`src/sv/qri_pkg.sv`:
```
// Types, constants and helper functions shared by the quaternion rate integrator.
package qri_pkg;

    localparam logic [37:0] TWO_PI_Q30 = 38'd6746518852;
    localparam logic signed [35:0] S_TWO_PI = 36'sd6746518852;
    localparam logic signed [35:0] S_PI = 36'sd3373259426;
    localparam logic signed [35:0] S_HALF_PI = 36'sd1686629713;
    localparam logic signed [33:0] CORDIC_X0 = 34'sd1073741824;

    localparam logic [30:0] ATAN_Q30 [32] = '{
        31'd843314856, 31'd497837829, 31'd263043836, 31'd133525158,
        31'd67021686, 31'd33543515, 31'd16775850, 31'd8388437,
        31'd4194282, 31'd2097149, 31'd1048575, 31'd524287,
        31'd262143, 31'd131071, 31'd65535, 31'd32767,
        31'd16383, 31'd8191, 31'd4095, 31'd2047,
        31'd1023, 31'd511, 31'd255, 31'd127,
        31'd63, 31'd31, 31'd15, 31'd7,
        31'd3, 31'd1, 31'd0, 31'd0
    };

    typedef struct packed {
        logic signed [15:0] quat_w;
        logic signed [15:0] quat_x;
        logic signed [15:0] quat_y;
        logic signed [15:0] quat_z;
        logic signed [23:0] rate_x;
        logic signed [23:0] rate_y;
        logic signed [23:0] rate_z;
        logic [23:0]        time_step;
    } t_in;

    typedef struct packed {
        logic signed [15:0] out_w;
        logic signed [15:0] out_x;
        logic signed [15:0] out_y;
        logic signed [15:0] out_z;
        logic               degenerate;
    } t_out;

    // control and payload that travels alongside every pipeline stage
    typedef struct packed {
        logic              valid;
        logic              zero;
        logic [3:0][15:0]  q;
        logic [2:0]        rneg;
        logic [2:0][23:0]  rmag;
        logic [23:0]       dt;
        logic [31:0]       nrm;
        logic [2:0][30:0]  axm;
        logic              degen;
        logic [3:0]        psgn;
        logic [3:0][29:0]  m;
    } t_side;

    typedef struct packed {
        logic [63:0] x;
        logic [33:0] rem;
        logic [31:0] root;
    } t_sqrt;

    typedef struct packed {
        logic [31:0]       div;
        logic [3:0][31:0]  rem;
        logic [3:0][61:0]  num;
        logic [3:0][30:0]  quot;
    } t_div;

    typedef struct packed {
        logic signed [33:0] x;
        logic signed [33:0] y;
        logic signed [33:0] th;
        logic               neg;
    } t_cordic;

    function automatic logic [15:0] sat16(input logic neg, input logic [30:0] mg);
        logic [15:0] v;
        if (neg) begin
            v = (mg > 31'd32768) ? 16'h8000 : (~mg[15:0] + 16'd1);
        end else begin
            v = (mg > 31'd32767) ? 16'h7FFF : mg[15:0];
        end
        return v;
    endfunction

endpackage

```
`src/sv/qri_sqrt_cell.sv`:
```
// One digit-recurrence step of the integer square root chain.
module qri_sqrt_cell (
    input  logic              i_clk,
    input  logic              i_rst_n,
    input  logic              i_en,
    input  qri_pkg::t_side    i_side,
    input  qri_pkg::t_sqrt    i_data,
    output qri_pkg::t_side    o_side,
    output qri_pkg::t_sqrt    o_data
);
    qri_pkg::t_side r_side;
    qri_pkg::t_sqrt r_data;
    qri_pkg::t_sqrt n_data;
    logic [35:0] w_rem;
    logic [35:0] w_trial;

    always_comb begin
        w_rem   = {i_data.rem, i_data.x[63:62]};
        w_trial = {2'b00, i_data.root, 2'b01};
        n_data.x = {i_data.x[61:0], 2'b00};
        if (w_rem >= w_trial) begin
            n_data.rem  = 34'(w_rem - w_trial);
            n_data.root = {i_data.root[30:0], 1'b1};
        end else begin
            n_data.rem  = w_rem[33:0];
            n_data.root = {i_data.root[30:0], 1'b0};
        end
    end

    always_ff @(posedge i_clk) begin
        if (!i_rst_n) begin
            r_side.valid <= 1'b0;
        end else if (i_en) begin
            r_side <= i_side;
            r_data <= n_data;
        end
    end

    assign o_side = r_side;
    assign o_data = r_data;
endmodule

```
`config.mk`:
```
export PLATFORM = sky130hd
export DESIGN_NAME = qri_sqrt_cell
export DESIGN_NICKNAME = d
export VERILOG_FILES = /design/src/sv/qri_pkg.sv /design/src/sv/qri_sqrt_cell.sv
export SDC_FILE = /design/constraint.sdc
export NUM_CORES = 1
export LEC_CHECK = 0
export ABC_CLOCK_PERIOD_IN_PS = 15400
export BUFFER_PORTS_ARGS = -buffer_cell sky130_fd_sc_hd__buf_2
export CAP_MARGIN = 15
export CORE_AREA = 2 2 421 423
export CTS_CLUSTER_DIAMETER = 60
export DETAILED_ROUTE_END_ITERATION = 8
export DIE_AREA = 0 0 423 425
export GPL_TIMING_DRIVEN = 0
export MAX_ROUTING_LAYER = met4
export PLACE_DENSITY_LB_ADDON = 0.15
export SLEW_MARGIN = 25
export SYNTH_ARGS = -nofsm -noshare
export SYNTH_HDL_FRONTEND = slang
export SYNTH_SLANG_ARGS = --single-unit
```
`constraint.sdc`:
```
create_clock -name i_clk -period 15.4 [get_ports i_clk]
set_clock_uncertainty 0.2 [all_clocks]
set_input_delay 0.77 -clock i_clk [delete_from_list [all_inputs] [get_ports i_clk]]
set_output_delay 0.77 -clock i_clk [all_outputs]
set_load 0.05 [all_outputs]
```
==> results.toml, run 1 <==
[power]
power.net_switching_mw = 1.42
p_clk_share_pct = 42.7
powerDensity_nw_per_um2 = 131
ir_drop_mv = 0.0727
sequentialPowerShare_pct = 39.1
p_leak_nw = 14.1
intPower_mw = 3.14
combPwrFrac_pct = 18.2
swShare_pct = 31.2

[clock_tree]
cts_sinks = 543
cts_tree = "built"
cts_max_level = 3
clk_path_buf_depth = 3
root_buffer = "clkbuf_16"
clk_latency_ns = 0.67
path_clk_slew_ns = 0.05
cts_setup_buffers = 0
cts_buffers = 89

[die]
die_x_microns = 423
rows = 154
core-area_sq_um = 175000
start_util_pct = 10.7
pin_count = 1093
die_area_sq_um = 180000
dieHeight_microns = 425

[layout]
ff_latch_area_sq_um = 16300
multiInputGateArea_sq_um = 2180
drive_above_1_share_pct = 47.4
areaGrowthSynthToFinish_pct = 87.2
final_area_sq_um = 35000
layout_commonest_cell = "buf_2"
fin_nets = 3161
final_cell_mix = "buf_2, edfxtp_1, dlygate4sd3_1"
fillers = 19225

[logic_synthesis]
ys_ff_latch = 543
synth_top_area_cell = "edfxtp_1"
ys_dominant_reg_cell = "edfxtp_1"
syn_area_sq_um = 18700
synth_seq_area_share_pct = 87.2
avgSynthCellArea_sq_um = 20.5
synth_edf_count = 542
synthTopCellsByArea = "edfxtp_1, ha_1, nand2_1, a21o_1, o21ai_1"
ys_async_sr_fraction_pct = 0
synth.top_cell.area_share_pct = 87.1
synthDistinctLibCells = 58
ys_warn_count = 0
netlist_instances = 912

[sta]
tightest_slew_ns = 0.993
period_needed_ns = 4.84
finalHoldViolations = 0
fin_crit_sh_pct = 31.4
worst_slack_ns = 10.56
slew_headroom_pct = 33.8
fin_tns_setup_ns = 0
fmax_mhz = 207
finalSetupViolCount = 0
drv_slew = 0
rsz0062_at_grt = "false"

[drt]
drt-initial-drc-count = 844
finalWirelength_microns = 104000
vias_per_cell = 3.02
ant_nets = 0
drc = 0
first_pass_iters = 5
wire_per_inst_microns = 20.8
route.vias.total = 15091

[global_routing]
grt_pass1_wl_microns = 135000
gr-total-overflow = 0
grt_max_degree = 49
grt.total_usage_pct = 11.4
grt_pass1_vias = 15647
antenna_found_initial = 37

[placement]
port_buffers = 1090
dp_slack_ns = 9.86
finalWeightedCongestion = 0.844
placed_area_sq_um = 27400
hpwl_microns = 84700

[critical_path]
crit_chain = "dlygate4sd3_1 > buf_2 > inv_1 > ha_1 > a21oi_1 > nor2_1 > o41ai_1 > o211ai_1 > buf_4 > a211oi_1 > o21a_1 > clkbuf_1 > o21ai_1"
timing.rr.start = "o_side[414]$_SDFFE_PN0P_"
crit_slowest_cell = "clkbuf_1"
crit_type = "input port to flip-flop"
critPathArrivalTime_ns = 4.99
worstPathRequired_ns = 15.55
crit_path_start_kind = "input port"
r2r_setup_slack_ns = 14.59
critical_path.max_stage_delay_ns = 0.79
critical_path_buf_inv_count = 5
endpoint_kind = "flip-flop"
path_delay_family = "compound AO/OA/AOI/OAI gates"
crit-reg2reg-capture = "o_side[414]$_SDFFE_PN0P_"
cp_max_fo = 10
reg2reg_depth = 2

[hold_path]
hold_depth = 1
min_to = "o_side[74]$_DFFE_PP_"
worstHoldPathType = "input port to flip-flop"
min_from = "i_side[74]"

[status]
outcome = "completed"

[run]
drv_cap = 0
how the worst max path moves through the flow:
stage	slack, ns	from	to	cells after the start
3_3_place_gp	-7.70	i_rst_n	o_data[117]$_DFFE_PP_	2
4_1_cts	10.35	i_data[5]	o_data[60]$_DFFE_PP_	13
3_5_place_dp	9.86	i_data[7]	o_data[60]$_DFFE_PP_	11
6_report	10.56	i_data[5]	o_data[60]$_DFFE_PP_	13
2_1_floorplan	1.30	i_en	o_data[0]$_DFFE_PP_	1
5_1_grt	10.29	i_data[5]	o_data[60]$_DFFE_PP_	13
worst reg2reg max path, delay by kind of cell, from the launching register on:
family           cells  cell delay, ns
flip-flops           1            0.30
multiplexers         1            0.14
AND/OR/NAND/NOR      1            0.06
layer usage:
layer	part of all wire, %	GRT usage [%]
met5	0	-
met4	3.5	4.40
met3	5.8	3.08
met2	53	19.7
met1	38	12.4
repair_timing:
item / CTS / global route
hold buffers: 471 / 0
resized for setup: 0 / 0
endpoints found under the hold margin: 471 / 0
synthesized netlist by cell type, drive strengths merged (4+ instances only):
library cell    n
nand2b          6
nand2          48
nand4           7
a21o           22
inv            42
clkbuf          5
and3            9
mux2i           4
buf             9
a21oi          26
and2            7
xnor2          12
xor2           16
ha             34
edfxtp        542
nand3           4
nor3            8
a31oi           5
o21ai          44
nor2           14
cell families after synthesis:
family	Yosys count	synth area share (%)
other	1	0.0201
and+or+nand+nor	114	2.99
buffers and inverters	56	1.22
DFF	543	87.2
adders and majority gates	34	2.28
muxes	7	0.395
AOI/OAI and AO/OA	129	4.62
xor gates and xnor gates	28	1.31
power by group through the flow:
stage                     sequential (mW)  clock (mW)  combinational, mW
final                                1.78        1.95              0.833
after global routing                 1.79        2.09              0.875
after CTS                            1.78        2.04              0.854
after detailed placement             1.81           0              0.744
after global placement               1.88           0              0.735
after floorplan                      2.20           0              0.103
registers in the layout, indices dropped and copies added (netlist names):
name,cells
o_data,128
o_side,415
metrics by stage:
step	total power, mW	hold WS, ns	utilization (%)	instances
global route	4.75	0.0219	20.0	4996
global placement	2.61	0.303	15.4	4343
CTS	4.68	0.00211	19.9	4987
floorplan	2.30	0.543	-	913
detailed placement	2.56	0.319	15.6	4357
finish	4.57	0.100	20.0	4997
area by class of cell:
| cell class | instances | area share [%] |
|---|---|---|
| well taps | 2340 | 8.37 |
| clock buffers | 104 | 6.59 |
| multi-input cells | 314 | 6.23 |
| inverters | 42 | 0.451 |
| flip-flops and latches | 543 | 46.6 |
| plain buffers | 14 | 0.204 |
| repair buffers | 1575 | 30.0 |
| diodes | 10 | 0.0715 |
| clock inverters | 55 | 1.48 |
No activity file was read; power rests on OpenSTA's default activity.
==> inputs of run 2 (changes only) <==
--- a/config.mk
+++ b/config.mk
@@ -5,7 +5,7 @@
 export SDC_FILE = /design/constraint.sdc
 export NUM_CORES = 1
 export LEC_CHECK = 0
-export ABC_CLOCK_PERIOD_IN_PS = 15400
+export ABC_CLOCK_PERIOD_IN_PS = 4600
 export BUFFER_PORTS_ARGS = -buffer_cell sky130_fd_sc_hd__buf_2
 export CAP_MARGIN = 15
 export CORE_AREA = 2 2 421 423
==> constraint.sdc (replaced) <==
create_clock -name i_clk -period 4.6 [get_ports i_clk]
set_clock_uncertainty 0.2 [all_clocks]
set_input_delay 0.23 -clock i_clk [delete_from_list [all_inputs] [get_ports i_clk]]
set_output_delay 0.23 -clock i_clk [all_outputs]
set_load 0.05 [all_outputs]
==> results.toml, run 2 <==
[die]
pin_count = 1093
dieHeight_microns = 425
start_util_pct = 10.7
rows = 154
die_x_microns = 423

[logic_synthesis]
synth.area.mux_share_pct = 0.395
synth_seq_area_share_pct = 87.2
yosysMostFrequentCell = "edfxtp_1"
synth_top_area_cell = "edfxtp_1"
synth_edf_count = 542
synth_xor_area_share_pct = 1.31
synthTopCellsByArea = "edfxtp_1, ha_1, nand2_1, a21o_1, o21ai_1"
ys_dominant_reg_cell = "edfxtp_1"
netlist_instances = 912
synthDistinctLibCells = 58
syn_area_sq_um = 18700
synth.top_cell.area_share_pct = 87.1
synth_compound_area_share_pct = 4.62
ys_async_sr_fraction_pct = 0
synth_top_family_by_area = "compound AO/OA/AOI/OAI gates"
synth_common_cells = "edfxtp_1, nand2_1, inv_1"
synth_fa_ha_area_share_pct = 2.28
yosys.area_share.simple_pct = 2.99
ys_warn_count = 0
avgSynthCellArea_sq_um = 20.5
ys_ff_latch = 543

[placement]
dp_slack_ns = -0.169
finalWeightedCongestion = 0.864
hpwl_microns = 87900
port_buffers = 1090

[clock_tree]
cts_resized = 0
hold_buffers = 904
root_buffer = "clkbuf_16"
cts_sinks = 543
cts_setup_buffers = 0
cts_max_level = 3
clk_path_buf_depth = 3
cts_buffers = 86

[status]
stop_stage = "4_1_cts"
outcome = "did not finish"
tool.error = "[ERROR RSZ-0060] Max buffer count reached."
-- run 2: cell counts after synthesis --
No cell type changed its count.
-- run 2: logic make-up after synthesis --
| family | Yosys count |
|---|---|
| DFF | 543 |
| AOI/OAI and AO/OA | 129 |
| and+or+nand+nor | 114 |
| buffers and inverters | 56 |
| adders and majority gates | 34 |
| xor gates and xnor gates | 28 |
| muxes | 7 |
| other | 1 |
-- run 2: metrics by stage --
step	hold slack, ns	cells	cell area (sq um)	TNS (ns)
3_3_place_gp	0.206	4343	27100	-1538.29
2_1_floorplan	0.129	913	18700	-14.26
3_5_place_dp	0.208	4357	27400	-0.186
==> inputs of run 3 (changes only) <==
--- a/config.mk
+++ b/config.mk
@@ -8,12 +8,10 @@
 export ABC_CLOCK_PERIOD_IN_PS = 4600
 export BUFFER_PORTS_ARGS = -buffer_cell sky130_fd_sc_hd__buf_2
 export CAP_MARGIN = 15
-export CORE_AREA = 2 2 421 423
-export CTS_CLUSTER_DIAMETER = 60
+export CORE_AREA = 2 2 427 429
 export DETAILED_ROUTE_END_ITERATION = 8
-export DIE_AREA = 0 0 423 425
+export DIE_AREA = 0 0 429 431
 export GPL_TIMING_DRIVEN = 0
-export MAX_ROUTING_LAYER = met4
 export PLACE_DENSITY_LB_ADDON = 0.15
 export SLEW_MARGIN = 25
 export SYNTH_ARGS = -nofsm -noshare
==> results.toml, run 3 (synthesis gave the netlist of run 1 again) <==
[clock_tree]
clk_path_buf_depth = 3
cts_buffers = 75
clk_latency_ns = 0.67
cts_sinks = 543
cts_tree = "built"
path_clk_slew_ns = 0.05
cts_max_level = 3
root_buffer = "clkbuf_16"

[layout]
final_cell_mix = "buf_2, dlygate4sd3_1, edfxtp_1"
layout_commonest_cell = "buf_2"
largest_register_ffs = 415
final_util_pct = 21.4
areaGrowthSynthToFinish_pct = 106
fin_nets = 3535
drive_above_1_share_pct = 40.9
fillers = 19608

[placement]
port_buffers = 1090
finalWeightedCongestion = 0.828
hpwl_microns = 84300

[hold_path]
min_to = "o_data[0]$_DFFE_PP_"
worstHoldPathType = "input port to flip-flop"
min_from = "i_data[64]"
hold_depth = 4

[drt]
vias_per_cell = 3.07
ant_nets = 0
drt-initial-drc-count = 700
drc = 0
finalWirelength_microns = 107000
route.vias.total = 16527
wire_per_inst_microns = 19.9
first_pass_iters = 5

[critical_path]
worstPathRequired_ns = 4.81
reg2reg_depth = 3
crit_type = "input port to flip-flop"
crit-reg2reg-capture = "o_side[414]$_SDFFE_PN0P_"
critPathArrivalTime_ns = 4.50
r2r_setup_slack_ns = 3.27
endpoint_kind = "flip-flop"
crit_path_start_kind = "input port"
cp_max_fo = 10
timing.rr.start = "o_side[414]$_SDFFE_PN0P_"

[global_routing]
grt_pass1_wl_microns = 142000
grt_max_degree = 49
grt_pass1_vias = 17645
antenna_found_initial = 33
grt.total_usage_pct = 11.1
gr-total-overflow = 0

[run]
drv_cap = 0

[power]
powerDensity_nw_per_um2 = 391
ir_drop_mv = 0.262
p_leak_nw = 15.6

[die]
start_util_pct = 10.4
rows = 156
die_area_sq_um = 185000
core-area_sq_um = 180000
pin_count = 1093
die_x_microns = 429
dieHeight_microns = 431

[sta]
fin_tns_setup_ns = 0
rsz0062_at_grt = "false"
drv_slew = 0
finalSetupViolCount = 0
period_needed_ns = 4.29
fmax_mhz = 233
slew_headroom_pct = 40.8
tightest_slew_ns = 0.881
fin_crit_sh_pct = 93.3
finalHoldViolations = 0

[status]
outcome = "completed"
[run 3: worst max path at each step]
| stage | from | endpoint | depth (start not counted) |
|---|---|---|---|
| after floorplan | i_rst_n | o_data[0]$_DFFE_PP_ | 1 |
| after global placement | i_en | o_data[103]$_DFFE_PP_ | 2 |
| after detailed placement | i_data[3] | o_data[63]$_DFFE_PP_ | 10 |
| after CTS | i_data[5] | o_data[35]$_DFFE_PP_ | 13 |
| after global routing | i_data[5] | o_data[35]$_DFFE_PP_ | 13 |
| final | i_data[9] | o_data[35]$_DFFE_PP_ | 13 |
[run 3: layer usage]
layer / vias to the layer above / wire, microns / GRT usage (%)
met1: 8062 / 40800 / 12.3
li1: 7674 / - / -
met2: 627 / 55900 / 20.1
met4: 2 / 4440 / 5.00
met3: 162 / 5860 / 2.72
met5: - / 13 / 0
[run 3: power by group]
| part | switching (mW) | internal [mW] | leakage (nW) | total, mW |
|---|---|---|---|---|
| Combinational | 2.03 | 1.04 | 9.27 | 3.07 |
| Sequential | 0.103 | 5.85 | 5.09 | 5.95 |
| Clock | 2.48 | 3.58 | 1.20 | 6.06 |
[run 3: worst max-delay path: stages]
cell           delay [ns]
dlygate4sd3_1        0.62
buf_2                0.16
inv_1                0.06
ha_1                 0.42
nand4_1              0.15
or2_1                0.26
nor3_1               0.72
a311o_1              0.28
a211oi_1             0.05
o21a_1               0.36
buf_4                0.28
mux2_1               0.33
dlygate4sd3_1        0.56
[run 3: area by class of cell]
type / instances / area [sq um] / share of cell area (%)
clock inverter: 48 / 510 / 1.32
tap: 2370 / 2970 / 7.69
antenna: 6 / 15.0 / 0.0390
inverter: 42 / 158 / 0.409
sequential: 543 / 16300 / 42.3
multi-input combinational: 314 / 2180 / 5.64
clock buffer: 88 / 1970 / 5.11
buffer: 14 / 71.3 / 0.185
timing repair buffer: 1963 / 14400 / 37.3
[run 3: repair_timing]
item / in CTS / in global routing
endpoints found under the hold margin: 576 / 0
gates resized for setup: 0 / 0
buffers inserted: 0 / 1
hold buffers: 858 / 0
setup endpoints to repair: 0 / 2
[run 3: per-stage QoR]
stage | total power, mW | instances | setup slack [ns] | area, sq um | hold WS, ns
final | 15.1 | 5388 | 0.309 | 38500 | 0.0726
after global routing | 15.7 | 5385 | 0.103 | 38500 | 0.0260
after CTS | 15.5 | 5381 | 0.0295 | 38500 | 0.00000200
after detailed placement | 8.56 | 4387 | -0.209 | 27500 | 0.208
after global placement | 8.59 | 4373 | -2.91 | 27100 | 0.207
after floorplan | 7.61 | 913 | -0.0263 | 18700 | 0.129
