===== src/sv/qri_pkg.sv =====
// Types, constants and helper functions shared by the quaternion rate integrator.
package qri_pkg;

    localparam logic [37:0] TWO_PI_Q30 = 38'd6746518852;
    localparam logic signed [35:0] S_TWO_PI = 36'sd6746518852;
    localparam logic signed [35:0] S_PI = 36'sd3373259426;
    localparam logic signed [35:0] S_HALF_PI = 36'sd1686629713;
    localparam logic signed [33:0] CORDIC_X0 = 34'sd1073741824;

    localparam logic [30:0] ATAN_Q30 [32] = '{
        31'd843314856, 31'd497837829, 31'd263043836, 31'd133525158,
        31'd67021686, 31'd33543515, 31'd16775850, 31'd8388437,
        31'd4194282, 31'd2097149, 31'd1048575, 31'd524287,
        31'd262143, 31'd131071, 31'd65535, 31'd32767,
        31'd16383, 31'd8191, 31'd4095, 31'd2047,
        31'd1023, 31'd511, 31'd255, 31'd127,
        31'd63, 31'd31, 31'd15, 31'd7,
        31'd3, 31'd1, 31'd0, 31'd0
    };

    typedef struct packed {
        logic signed [15:0] quat_w;
        logic signed [15:0] quat_x;
        logic signed [15:0] quat_y;
        logic signed [15:0] quat_z;
        logic signed [23:0] rate_x;
        logic signed [23:0] rate_y;
        logic signed [23:0] rate_z;
        logic [23:0]        time_step;
    } t_in;

    typedef struct packed {
        logic signed [15:0] out_w;
        logic signed [15:0] out_x;
        logic signed [15:0] out_y;
        logic signed [15:0] out_z;
        logic               degenerate;
    } t_out;

    // control and payload that travels alongside every pipeline stage
    typedef struct packed {
        logic              valid;
        logic              zero;
        logic [3:0][15:0]  q;
        logic [2:0]        rneg;
        logic [2:0][23:0]  rmag;
        logic [23:0]       dt;
        logic [31:0]       nrm;
        logic [2:0][30:0]  axm;
        logic              degen;
        logic [3:0]        psgn;
        logic [3:0][29:0]  m;
    } t_side;

    typedef struct packed {
        logic [63:0] x;
        logic [33:0] rem;
        logic [31:0] root;
    } t_sqrt;

    typedef struct packed {
        logic [31:0]       div;
        logic [3:0][31:0]  rem;
        logic [3:0][61:0]  num;
        logic [3:0][30:0]  quot;
    } t_div;

    typedef struct packed {
        logic signed [33:0] x;
        logic signed [33:0] y;
        logic signed [33:0] th;
        logic               neg;
    } t_cordic;

    function automatic logic [15:0] sat16(input logic neg, input logic [30:0] mg);
        logic [15:0] v;
        if (neg) begin
            v = (mg > 31'd32768) ? 16'h8000 : (~mg[15:0] + 16'd1);
        end else begin
            v = (mg > 31'd32767) ? 16'h7FFF : mg[15:0];
        end
        return v;
    endfunction

endpackage


===== src/sv/qri_cordic_cell.sv =====
// One rotation-mode CORDIC micro-rotation.
module qri_cordic_cell #(
    parameter int STAGE = 0
) (
    input  logic               i_clk,
    input  logic               i_rst_n,
    input  logic               i_en,
    input  qri_pkg::t_side     i_side,
    input  qri_pkg::t_cordic   i_data,
    output qri_pkg::t_side     o_side,
    output qri_pkg::t_cordic   o_data
);
    localparam logic signed [33:0] ANG = $signed({3'b000, qri_pkg::ATAN_Q30[STAGE]});

    qri_pkg::t_side   r_side;
    qri_pkg::t_cordic r_data;
    qri_pkg::t_cordic n_data;
    logic signed [33:0] w_xs;
    logic signed [33:0] w_ys;

    always_comb begin
        w_xs = i_data.x >>> STAGE;
        w_ys = i_data.y >>> STAGE;
        n_data.neg = i_data.neg;
        if (!i_data.th[33]) begin
            n_data.x  = i_data.x - w_ys;
            n_data.y  = i_data.y + w_xs;
            n_data.th = i_data.th - ANG;
        end else begin
            n_data.x  = i_data.x + w_ys;
            n_data.y  = i_data.y - w_xs;
            n_data.th = i_data.th + ANG;
        end
    end

    always_ff @(posedge i_clk) begin
        if (!i_rst_n) begin
            r_side.valid <= 1'b0;
        end else if (i_en) begin
            r_side <= i_side;
            r_data <= n_data;
        end
    end

    assign o_side = r_side;
    assign o_data = r_data;
endmodule


===== config.mk =====
export PLATFORM = sky130hd
export DESIGN_NAME = qri_cordic_cell
export DESIGN_NICKNAME = d
export VERILOG_FILES = /design/src/sv/qri_pkg.sv /design/src/sv/qri_cordic_cell.sv
export SDC_FILE = /design/constraint.sdc
export NUM_CORES = 1
export LEC_CHECK = 0
export BUFFER_PORTS_ARGS = -buffer_cell sky130_fd_sc_hd__buf_2
export CAP_MARGIN = 20
export CORE_AREA = 2 2 401 403
export DETAILED_ROUTE_END_ITERATION = 8
export DIE_AREA = 0 0 403 405
export PLACE_DENSITY = 0.32
export SYNTH_ARGS = -nofsm -noshare
export SYNTH_HDL_FRONTEND = slang
export SYNTH_SLANG_ARGS = --single-unit

===== constraint.sdc =====
create_clock -name i_clk -period 20.4 [get_ports i_clk]
set_input_delay 4.08 -clock i_clk [delete_from_list [all_inputs] [get_ports i_clk]]
set_output_delay 4.08 -clock i_clk [all_outputs]
set_load 0.05 [all_outputs]

==> summary.md, run 1 <==
| Metric | Value |
|---|---|
| Largest cells by area after synthesis | edfxtp_1 (68%), ha_1 (7.0%), a21oi_1 (3.1%) |
| FF-to-FF path depth | 2 |
| Vias | 18800 |
| Tmin final | 7.29 ns |
| Fraction of layout cells with a size suffix above 1 | 43.4% |
| DRT Pass-1 Iters | 5 |
| Predominant post-synthesis flop cell | edfxtp_1 |
| Area leader, netlist | edfxtp_1 |
| CTS root buffer | clkbuf_16 |
| Tot GR Track Use | 17.6% |
| Cts bufs inserted | 73 |
| Post-CTS sizing | 0 |
| Syn Nets | 2252 |
| WP data required | 20.67 ns |
| Reg2reg start | o_side[414] |
| Kind of critical path | input pin to flop |
| Max clock buf depth | 3 |
| Critical-path top delay cell | buf_4 |
| Post-route insts no fill | 4845 |
| Commonest non-fill, non-tap cell in the layout | buf_2 |
| Total of max-cap violations | 0 |
| Area of the multi-input gates | 0.00657 mm^2 |
| Inst Count DP | 4689 |
| Insertion delay to the later sink of the worst-skew pair | 0.66 ns |
| Slew headroom | 32.9% |
| Placer Congestion | 0.862 |
| Leak | 13.5 nW |
| Routed wire length per instance | 31.1 um |
| Worst setup SP type | input pin |
| CP Depth | 6 |
| Post-synth EDFFs | 516 |
| Setup Skew | 0 ns |
| Power Density | 102 mW/mm^2 |
| CTS tree | yes |
| CP Buf/Inv Count | 5 |
| Initial core utilization | 14.3% |
| Clk slew on worst S/H paths | 0.05 ns |
| Number of global-route vias before repair | 18600 |
| CP delay by family, top | buffers and inverters |
| Post-Syn Area | 0.0227 mm^2 |
| Antenna-violating nets left | 0 |
| Hold_buf cts | 0 |
| Via density | 3.88 |
| Core ar. | 0.159 mm^2 |
| Worst Setup SP | i_en |
| Sequential share of the synthesized area | 68.2% |
| Reg2reg setup slack | 19.65 ns |
| Largest net degree at the start of global routing | 82 |
| Reg2reg end | o_side[414] |
| GR Overflow Total | 0 |
| Hold Crit Start | o_side[414] |
| Syn Inst Count | 1599 |
| Slowest stage delay, CP | 0.78 ns |
| Worst Hold Class | flop to flop |
| Initial antenna violation count | 132 |
| # H-tree levels | 3 |
| Hold Vio Cnt, Final | 0 |
| Yosys reg bits | 517 |
| First-pass GRT wire length | 189 mm |
| Avg Inst Size Synth | 14.2 um^2 |
| Sink Count | 517 |
| DRC errors left | 0 |
| Die ar. | 0.163 mm^2 |
| Crit path capture | o_side[90] |
| Post-synth top area share | 68.1% |
| I/O Pins | 1039 |
| F_max | 137 MHz |
| Commonest non-fill, non-tap cells in the layout | buf_2 (1037), edfxtp_1 (516), a21oi_1 (140) |
| Final nets | 3331 |
| Total wire length | 151 mm |
| Number of setup buffers added after CTS | 0 |
| Area growth syn-to-layout | 44.7% |
| Fin Setup TNS | 0 ns |
| Die height | 405 um |
| Register Area | 0.0155 mm^2 |
| Maximum vdd ir drop | 0.0547 mV |
| Fillcell total | 17500 |
| Outcome | finished, final reports clean |
| Asr flop ratio synth | 0% |
| Crit-path most repeated cell | buf_4 |
| Crit path DAT | 7.56 ns |
| Final setup violation count | 0 |
| Final period utilization | 35.8% |
| Core Rows | 147 |
| CP Max Fanout | 64 |
| HPWL Detailed | 126 mm |
| Synth warnings | 0 |
| Die width | 403 um |
| Crit-path cells | buf_2 > and2_4 > buf_4 > buf_4 > buf_4 > buf_4 |
| Pins Over Slew Limit | 0 |
| # port buffers | 1038 |
| Drt initial violations | 1306 |
| RSZ-0062 raised after global routing | false |
| Critical path endpoint category | flop |
| Worst-Margin Slew | 1.01 ns |
| Distinct cells, synth | 81 |
## worst min path at each step
| stage | endpoint | slack [ns] | cells past startpoint |
|---|---|---|---|
| 2_1_floorplan | o_side[414] | 0.74 | 2 |
| 3_3_place_gp | o_side[414] | 0.64 | 2 |
| 3_5_place_dp | o_side[414] | 0.64 | 2 |
| 4_1_cts | o_side[414] | 0.65 | 2 |
| 5_1_grt | o_side[414] | 0.69 | 2 |
| 6_report | o_side[414] | 0.64 | 2 |
## sequential cells by signal (all words and copies together), names as in the netlist
name	cells
o_side	415
o_data	102
## kinds of logic after synthesis
family	count (synthesis)	synth area share, %
compound gates	414	12.0
xor+xnor	87	3.35
fa+ha+maj	132	7.39
buf+inv	169	2.92
flops	517	68.2
mux	14	0.616
simple gates	266	5.53
## per-stage QoR
stage,instance area (um^2),util (%),power (W),worst slack [ns],hold slack (ns)
6_report,32900,20.7,0.00337,13.11,0.640
5_1_grt,32900,20.6,0.00351,12.88,0.689
4_1_cts,32900,20.6,0.00344,13.07,0.653
3_5_place_dp,30400,19.1,0.00208,12.36,0.638
3_3_place_gp,30400,19.1,0.00209,12.35,0.644
2_1_floorplan,22700,-,0.00181,3.79,0.743
## Yosys cell counts (23+ instances only)
| cell | n |
|---|---|
| edfxtp_1 | 516 |
| a21oi_1 | 140 |
| ha_1 | 128 |
| inv_1 | 115 |
| nor2_1 | 93 |
| o21ai_0 | 83 |
| xnor2_1 | 71 |
| nand2_1 | 57 |
| a21o_1 | 33 |
| clkbuf_1 | 26 |
| o21bai_1 | 25 |
| nand3_1 | 23 |
## worst reg2reg max path: cells and delay by family (launching register included)
kind             cells  cell delay (ns)
DFF                  1             0.45
and+or+nand+nor      1             0.13
muxes                1             0.11
## power by group
group / total (W) / internal, W / leakage, nW / switching [W]
Combinational: 0.000752 / 0.000179 / 7.50 / 0.000573
Clock: 0.00132 / 0.000769 / 1.16 / 0.000551
Sequential: 0.00130 / 0.00127 / 4.85 / 0.0000310
## layer usage
metal	vias to the layer above	GRT usage, %	wire (um)
met5	-	0	363
met4	60	3.62	3180
met3	257	11.0	20800
met2	912	27.6	67400
met1	9370	20.4	58800
li1	8218	-	-
## area by class of cell
type,instances,share of cell area [%]
clock inverter,42,1.44
timing repair buffer,1051,16.1
inverter,122,1.39
clock buffer,92,5.89
sequential,517,47.1
antenna,22,0.167
multi-input combinational,913,20.0
tap,2086,7.93
Power figures use the tool's default switching activity.
==> inputs of run 2 (changes only) <==
CORE_AREA = 2 2 407 409   (was 2 2 401 403)
DIE_AREA = 0 0 409 411   (was 0 0 403 405)
PLACE_DENSITY = 0.33   (was 0.32)
clock period = 6.5 ns   (was 20.4 ns; I/O delays follow)
==> summary.md, run 2 (synthesis results as in run 1) <==
| Metric | Value |
|---|---|
| Setup Skew | 0 ns (unchanged) |
| Reg2reg setup slack | 5.91 ns (-13.74 ns) |
| Worst-Margin Slew | 1.02 ns (+0.00802 ns) |
| Post-layout instance area | 0.0330 mm^2 (+0.25%) |
| Worst Hold End | o_side[414] |
| Tot GR Track Use | 17.6% (-0.050 points) |
| Post-route setup slack | 2.29 ns (-10.82 ns) |
| Worst Hold Class | flop to flop |
| Worst setup SP type | input pin |
| Sink Count | 517 (unchanged) |
| First-pass GRT wire length | 192 mm (+1.9%) |
| Final period utilization | 64.8% |
| Insertion delay to the later sink of the worst-skew pair | 0.69 ns (+0.03 ns) |
| Die height | 411 um (+1.5%) |
| Critical-path top delay cell | a32oi_1 |
| Max clock buf depth | 3 (unchanged) |
| Clk slew on worst S/H paths | 0.06 ns (about the same) |
| Power Density | 320 mW/mm^2 (+210%) |
| DP Area | 0.0306 mm^2 (+0.47%) |
| Placer Congestion | 0.885 (+2.7%) |
| Final nets | 3329 (-0.060%) |
| Cts bufs inserted | 74 (+1.4%) |
| Crit-path cells | buf_2 > inv_1 > ha_1 > fa_1 > nor2b_1 > o211ai_1 > a32oi_1 > a221o_1 > a21oi_1 > o31ai_1 > a211oi_1 > a211oi_1 > xor2_1 |
| Hold Vio Cnt, Final | 0 (unchanged) |
| CTS root buffer | clkbuf_16 |
| Core ar. | 0.164 mm^2 (+2.9%) |
| Hold path depth | 2 (unchanged) |
| CTS tree | yes |
| Part of the power in registers | 38.8% (+0.2 points) |
| Total wire length | 154 mm (+2.6%) |
| Fin util | 20.1% (-0.53 points) |
| Antenna-violating nets left | 0 (unchanged) |
| Crit path DAT | 4.65 ns (-2.91 ns) |
| Post-CTS sizing | 0 (unchanged) |
| Cell-internal power | 0.00690 W (+210%) |
| Crit-path most repeated cell | a211oi_1 |
| Die ar. | 0.168 mm^2 (+3.0%) |
| GR Overflow Total | 0 (unchanged) |
| Reg2reg start | o_side[414] |
| WP data required | 6.93 ns (-13.74 ns) |
| CP Max Fanout | 5 (-92%) |
| Core Rows | 149 (+1.4%) |
| Number of global-route vias before repair | 18200 (-1.9%) |
| Net Switching | 0.00364 W (+220%) |
| Largest register FFs | 415 (unchanged) |
| Total of max-cap violations | 0 (unchanged) |
| Number of setup buffers added after CTS | 0 (unchanged) |
| DRT Pass-1 Iters | 5 (unchanged) |
| Largest net degree at the start of global routing | 143 (+74%) |
| Post-route insts no fill | 4947 (+2.1%) |
| HPWL Detailed | 129 mm (+2.4%) |
| Power share of the combinational group | 22.4% (about the same) |
| Maximum vdd ir drop | 0.179 mV (+230%) |
| Slew headroom | 31.7% (-1.1 points) |
| Outcome | finished, final reports clean |
| # port buffers | 1038 (unchanged) |
| Initial antenna violation count | 147 (+11%) |
| Drt initial violations | 1521 (+16%) |
| Final setup violation count | 0 (unchanged) |
| Switching share of total power | 34.5% (+0.30 points) |
| FF-to-FF path depth | 2 (unchanged) |
| RSZ-0062 raised after global routing | false |
| Clock power frac | 38.8% (-0.3 points) |
| Fin Setup TNS | 0 ns (unchanged) |
| Area of the multi-input gates | 0.00657 mm^2 (unchanged) |
| Hold_buf cts | 0 (unchanged) |
| Slowest stage delay, CP | 0.54 ns (-0.24 ns) |
| CP delay by family, top | compound AO/OA/AOI/OAI gates |
| Critical path endpoint category | flop |
| Pins Over Slew Limit | 0 (unchanged) |
| Area growth syn-to-layout | 45.1% |
| CP Buf/Inv Count | 2 (-3) |
| Commonest non-fill, non-tap cells in the layout | buf_2 (1037), edfxtp_1 (516), a21oi_1 (140) |
| Inst Count DP | 4789 (+2.1%) |
| I/O Pins | 1039 (unchanged) |
| Fraction of layout cells with a size suffix above 1 | 43.5% (+0.11 points) |
| Vias | 18900 (+0.34%) |
| Reg2reg end | o_side[414] |
| Register Area | 0.0155 mm^2 (unchanged) |
| Hold Crit Start | o_side[414] |
| Via density | 3.82 (-1.7%) |
| F_max | 237 MHz |
| Initial core utilization | 13.9% (-0.40 points) |
| Leak | 13.5 nW (-0.24%) |
| Commonest non-fill, non-tap cell in the layout | buf_2 |
| Kind of critical path | input pin to flop |
| Tmin final | 4.21 ns |
| # H-tree levels | 3 (unchanged) |
| Worst slack, placed | 1.53 ns (-10.82 ns) |
| DRC errors left | 0 (unchanged) |
| Die width | 409 um (+1.5%) |
| Fillcell total | 18000 (+3.0%) |
| Routed wire length per instance | 31.2 um (+0.53%) |
-- run 2: cell count changes in the layout (fill, tap and decap cells not counted), sizes merged --
cell / previous run / this run
diode: 22 / 28
clkinvlp: 4 / 6
buf: 1051 / 1048
clkinv: 33 / 31
clkbuf: 92 / 86
bufinv: 7 / 6
inv: 120 / 123
-- run 2: how the worst max path moves through the flow --
stage                           from           to  slack (ns)  depth (start not counted)
after detailed placement  i_data[35]  o_data[101]        1.53                         12
after CTS                 i_data[35]  o_data[101]        2.29                         12
after global placement    i_data[38]   o_data[64]        1.54                         12
final                     i_data[69]  o_data[101]        2.29                         13
after global routing      i_data[69]  o_data[101]        2.10                         13
after floorplan              i_rst_n    o_data[0]        1.18                          1
-- run 2: per-layer routing --
layer / share of wire, % / up-vias / global-route usage, %
met5: 0.29 / - / 0
met3: 14 / 258 / 9.68
met1: 38 / 9386 / 20.7
li1: - / 8211 / -
met2: 45 / 956 / 27.8
met4: 2.0 / 70 / 4.19
-- run 2: per-stage QoR --
stage / hold WS [ns] / total power (W)
after floorplan: 0.743 / 0.00562
after CTS: 0.537 / 0.0108
after global placement: 0.523 / 0.00656
after detailed placement: 0.515 / 0.00654
after global routing: 0.581 / 0.0110
final: 0.531 / 0.0105
-- run 2: final cells by class --
type	count	share of cell area (%)
Antenna cell	28	0.212
Clock buffer	86	5.81
Clock inverter	44	1.27
Inverter	122	1.39
Multi-Input combinational cell	913	19.9
Sequential cell	517	47.0
Tap cell	2189	8.30
Timing Repair Buffer	1048	16.1
-- run 2: worst min-delay path: cells and delay by family, from the launching register on --
family,cells,cell delay (ns)
flops,1,0.31
simple gates,1,0.06
mux,1,0.12
-- run 2: power by group through the flow --
stage	sequential [W]	clock, W	combinational [W]
after floorplan	0.00501	0	0.000619
after global placement	0.00415	0	0.00240
after detailed placement	0.00415	0	0.00239
after CTS	0.00409	0.00428	0.00240
after global routing	0.00411	0.00438	0.00249
final	0.00409	0.00409	0.00236
==> inputs of run 3 (changes only) <==
clock period = 3.4 ns   (was 6.5 ns; I/O delays follow)
==> summary.md, run 3 (synthesis results as in run 1) <==
| Metric | Value |
|---|---|
| F_max | 312 MHz |
| Outcome | finished, final reports clean |
| I/O Pins | 1039 (unchanged) |
| Slew headroom | 38.6% (+6.8 points) |
| Antenna-violating nets left | 0 (unchanged) |
| Commonest non-fill, non-tap cells in the layout | buf_2 (1037), edfxtp_1 (516), buf_4 (279) |
| Critical path endpoint category | flop |
| Initial antenna violation count | 128 (-13%) |
| Die width | 409 um (unchanged) |
| Final nets | 3605 (+8.3%) |
| Total of max-cap violations | 0 (unchanged) |
| Tmin final | 3.21 ns |
| Worst-Margin Slew | 0.921 ns (-0.0937 ns) |
| Cts bufs inserted | 73 (-1.4%) |
| Final setup violation count | 0 (unchanged) |
| RSZ-0062 raised after global routing | false |
| GR Overflow Total | 0 (unchanged) |
| Leak | 14.9 nW (+11%) |
| Hold Vio Cnt, Final | 0 (unchanged) |
| Worst slack, placed | -0.671 ns (-2.20 ns) |
| Drt initial violations | 1254 (-18%) |
| CP Max Fanout | 3 (-2) |
| Core Rows | 149 (unchanged) |
| Placer Congestion | 0.869 (-1.9%) |
| Post-layout instance area | 0.0353 mm^2 (+7.0%) |
| Post-CTS sizing | 0 (unchanged) |
| Worst setup SP type | input pin |
| Commonest non-fill, non-tap cell in the layout | buf_2 |
| Max clock buf depth | 3 (unchanged) |
| # H-tree levels | 3 (unchanged) |
| Via density | 3.75 (-1.8%) |
| # port buffers | 1038 (unchanged) |
| Vias | 19600 (+3.9%) |
| Sink Count | 517 (unchanged) |
| GR Layer Usage met3 | 7.90% (-1.8 points) |
| Setup Skew | 0 ns (unchanged) |
| Core ar. | 0.164 mm^2 (unchanged) |
| Maximum vdd ir drop | 0.362 mV (+100%) |
| Fillcell total | 17900 (-0.12%) |
| Crit path DAT | 3.60 ns (-1.05 ns) |
| Hold_buf cts | 0 (unchanged) |
| Met2 usage | 29.0% (+1.2 points) |
| Number of global-route vias before repair | 19500 (+7.2%) |
| Die ar. | 0.168 mm^2 (unchanged) |
| Number of setup buffers added after CTS | 0 (unchanged) |
| DP Area | 0.0327 mm^2 (+7.1%) |
| Initial core utilization | 13.9% (unchanged) |
| DRT Pass-1 Iters | 7 (+2) |
| Final period utilization | 94.3% |
| Total wire length | 153 mm (-1.1%) |
| CTS root buffer | clkbuf_16 |
| Insertion delay to the later sink of the worst-skew pair | 0.67 ns (-0.02 ns) |
| Tot GR Track Use | 17.5% (-0.11 points) |
| CTS tree | yes |
| First-pass GRT wire length | 194 mm (+1.0%) |
| Fraction of layout cells with a size suffix above 1 | 49.0% (+5.5 points) |
| WP data required | 3.79 ns (-3.14 ns) |
| HPWL Detailed | 130 mm (+0.94%) |
| Routed wire length per instance | 29.2 um (-6.5%) |
| Largest register FFs | 415 (unchanged) |
| Grt peak-use layer | met2 |
| Total power | 0.0208 W (+97%) |
| Worst Hold Class | input pin to flop |
| Routing usage on met1 | 20.7% (about the same) |
| Clk slew on worst S/H paths | 0.06 ns (about the same) |
| Power Density | 588 mW/mm^2 (+84%) |
| Area growth syn-to-layout | 55.3% |
| Kind of critical path | input pin to flop |
| Pins Over Slew Limit | 0 (unchanged) |
| Largest net degree at the start of global routing | 94 (-34%) |
| DRC errors left | 0 (unchanged) |
| Die height | 411 um (unchanged) |
| Post-route setup slack | 0.194 ns (-2.09 ns) |
## run 3: cell count changes in the layout (fill, tap and decap cells not counted), moves of 2 or more
| cell | before | now |
|---|---|---|
| diode_2 | 28 | 36 |
| clkinv_8 | 2 | 0 |
| clkinv_16 | 0 | 4 |
| bufinv_16 | 6 | 8 |
| buf_4 | 8 | 279 |
| buf_12 | 3 | 9 |
| clkinv_2 | 11 | 15 |
| clkbuf_16 | 75 | 73 |
| clkbuf_1 | 11 | 8 |
| clkinv_4 | 2 | 4 |
## run 3: layout make-up
cell class                      count  area (um^2)  area share, %
Tap cell                         2189         2740           7.75
Inverter                          122          459           1.30
Sequential cell                   517        15500           43.9
Clock inverter                     52          609           1.73
Clock buffer                       81         1860           5.26
Multi-Input combinational cell    913         6590           18.6
Antenna cell                       36         90.1          0.255
Timing Repair Buffer             1325         7460           21.1
## run 3: critical path: stages
cell       delay, ns
buf_2           0.13
inv_1           0.07
ha_1            0.32
nor2b_1         0.18
o211ai_1        0.24
a2bb2oi_2       0.32
a31oi_1         0.18
o41ai_2         0.49
a21oi_1         0.25
o41ai_1         0.38
o21ai_0         0.17
xnor2_1         0.17
## run 3: path summary, 6_finish.rpt
check / slack, ns / endpoint / cells past startpoint / startpoint
worst max register to register: 2.81 / o_side[414] / 2 / o_side[414]
worst min register to register: 0.53 / o_side[414] / 2 / o_side[414]
worst max-delay path: 0.19 / o_data[62] / 12 / i_data[36]
worst min-delay path: 0.15 / o_side[235] / 1 / i_side[235]
## run 3: routing by layer
layer / wire (um) / share of wire, % / vias to the layer above
met5: 450 / 0.29 / -
met4: 3490 / 2.3 / 72
met3: 17400 / 11 / 257
met2: 71600 / 47 / 878
met1: 59900 / 39 / 9649
li1: - / - / 8766
## run 3: power by group
part	total (W)	internal (W)	switching (W)
Combinational	0.00490	0.00140	0.00350
Sequential	0.00782	0.00762	0.000197
Clock	0.00805	0.00462	0.00342
Total	0.0208	0.0136	0.00712
## run 3: metrics by stage
step / hold slack [ns] / util (%) / cells / TNS, ns
floorplan: 0.743 / - / 1599 / -669.65
global placement: 0.514 / 20.0 / 5066 / -16.58
detailed placement: 0.519 / 20.0 / 5066 / -16.56
CTS: 0.0747 / 21.5 / 5199 / 0
global route: 0.111 / 21.5 / 5203 / 0
finish: 0.147 / 21.6 / 5235 / 0
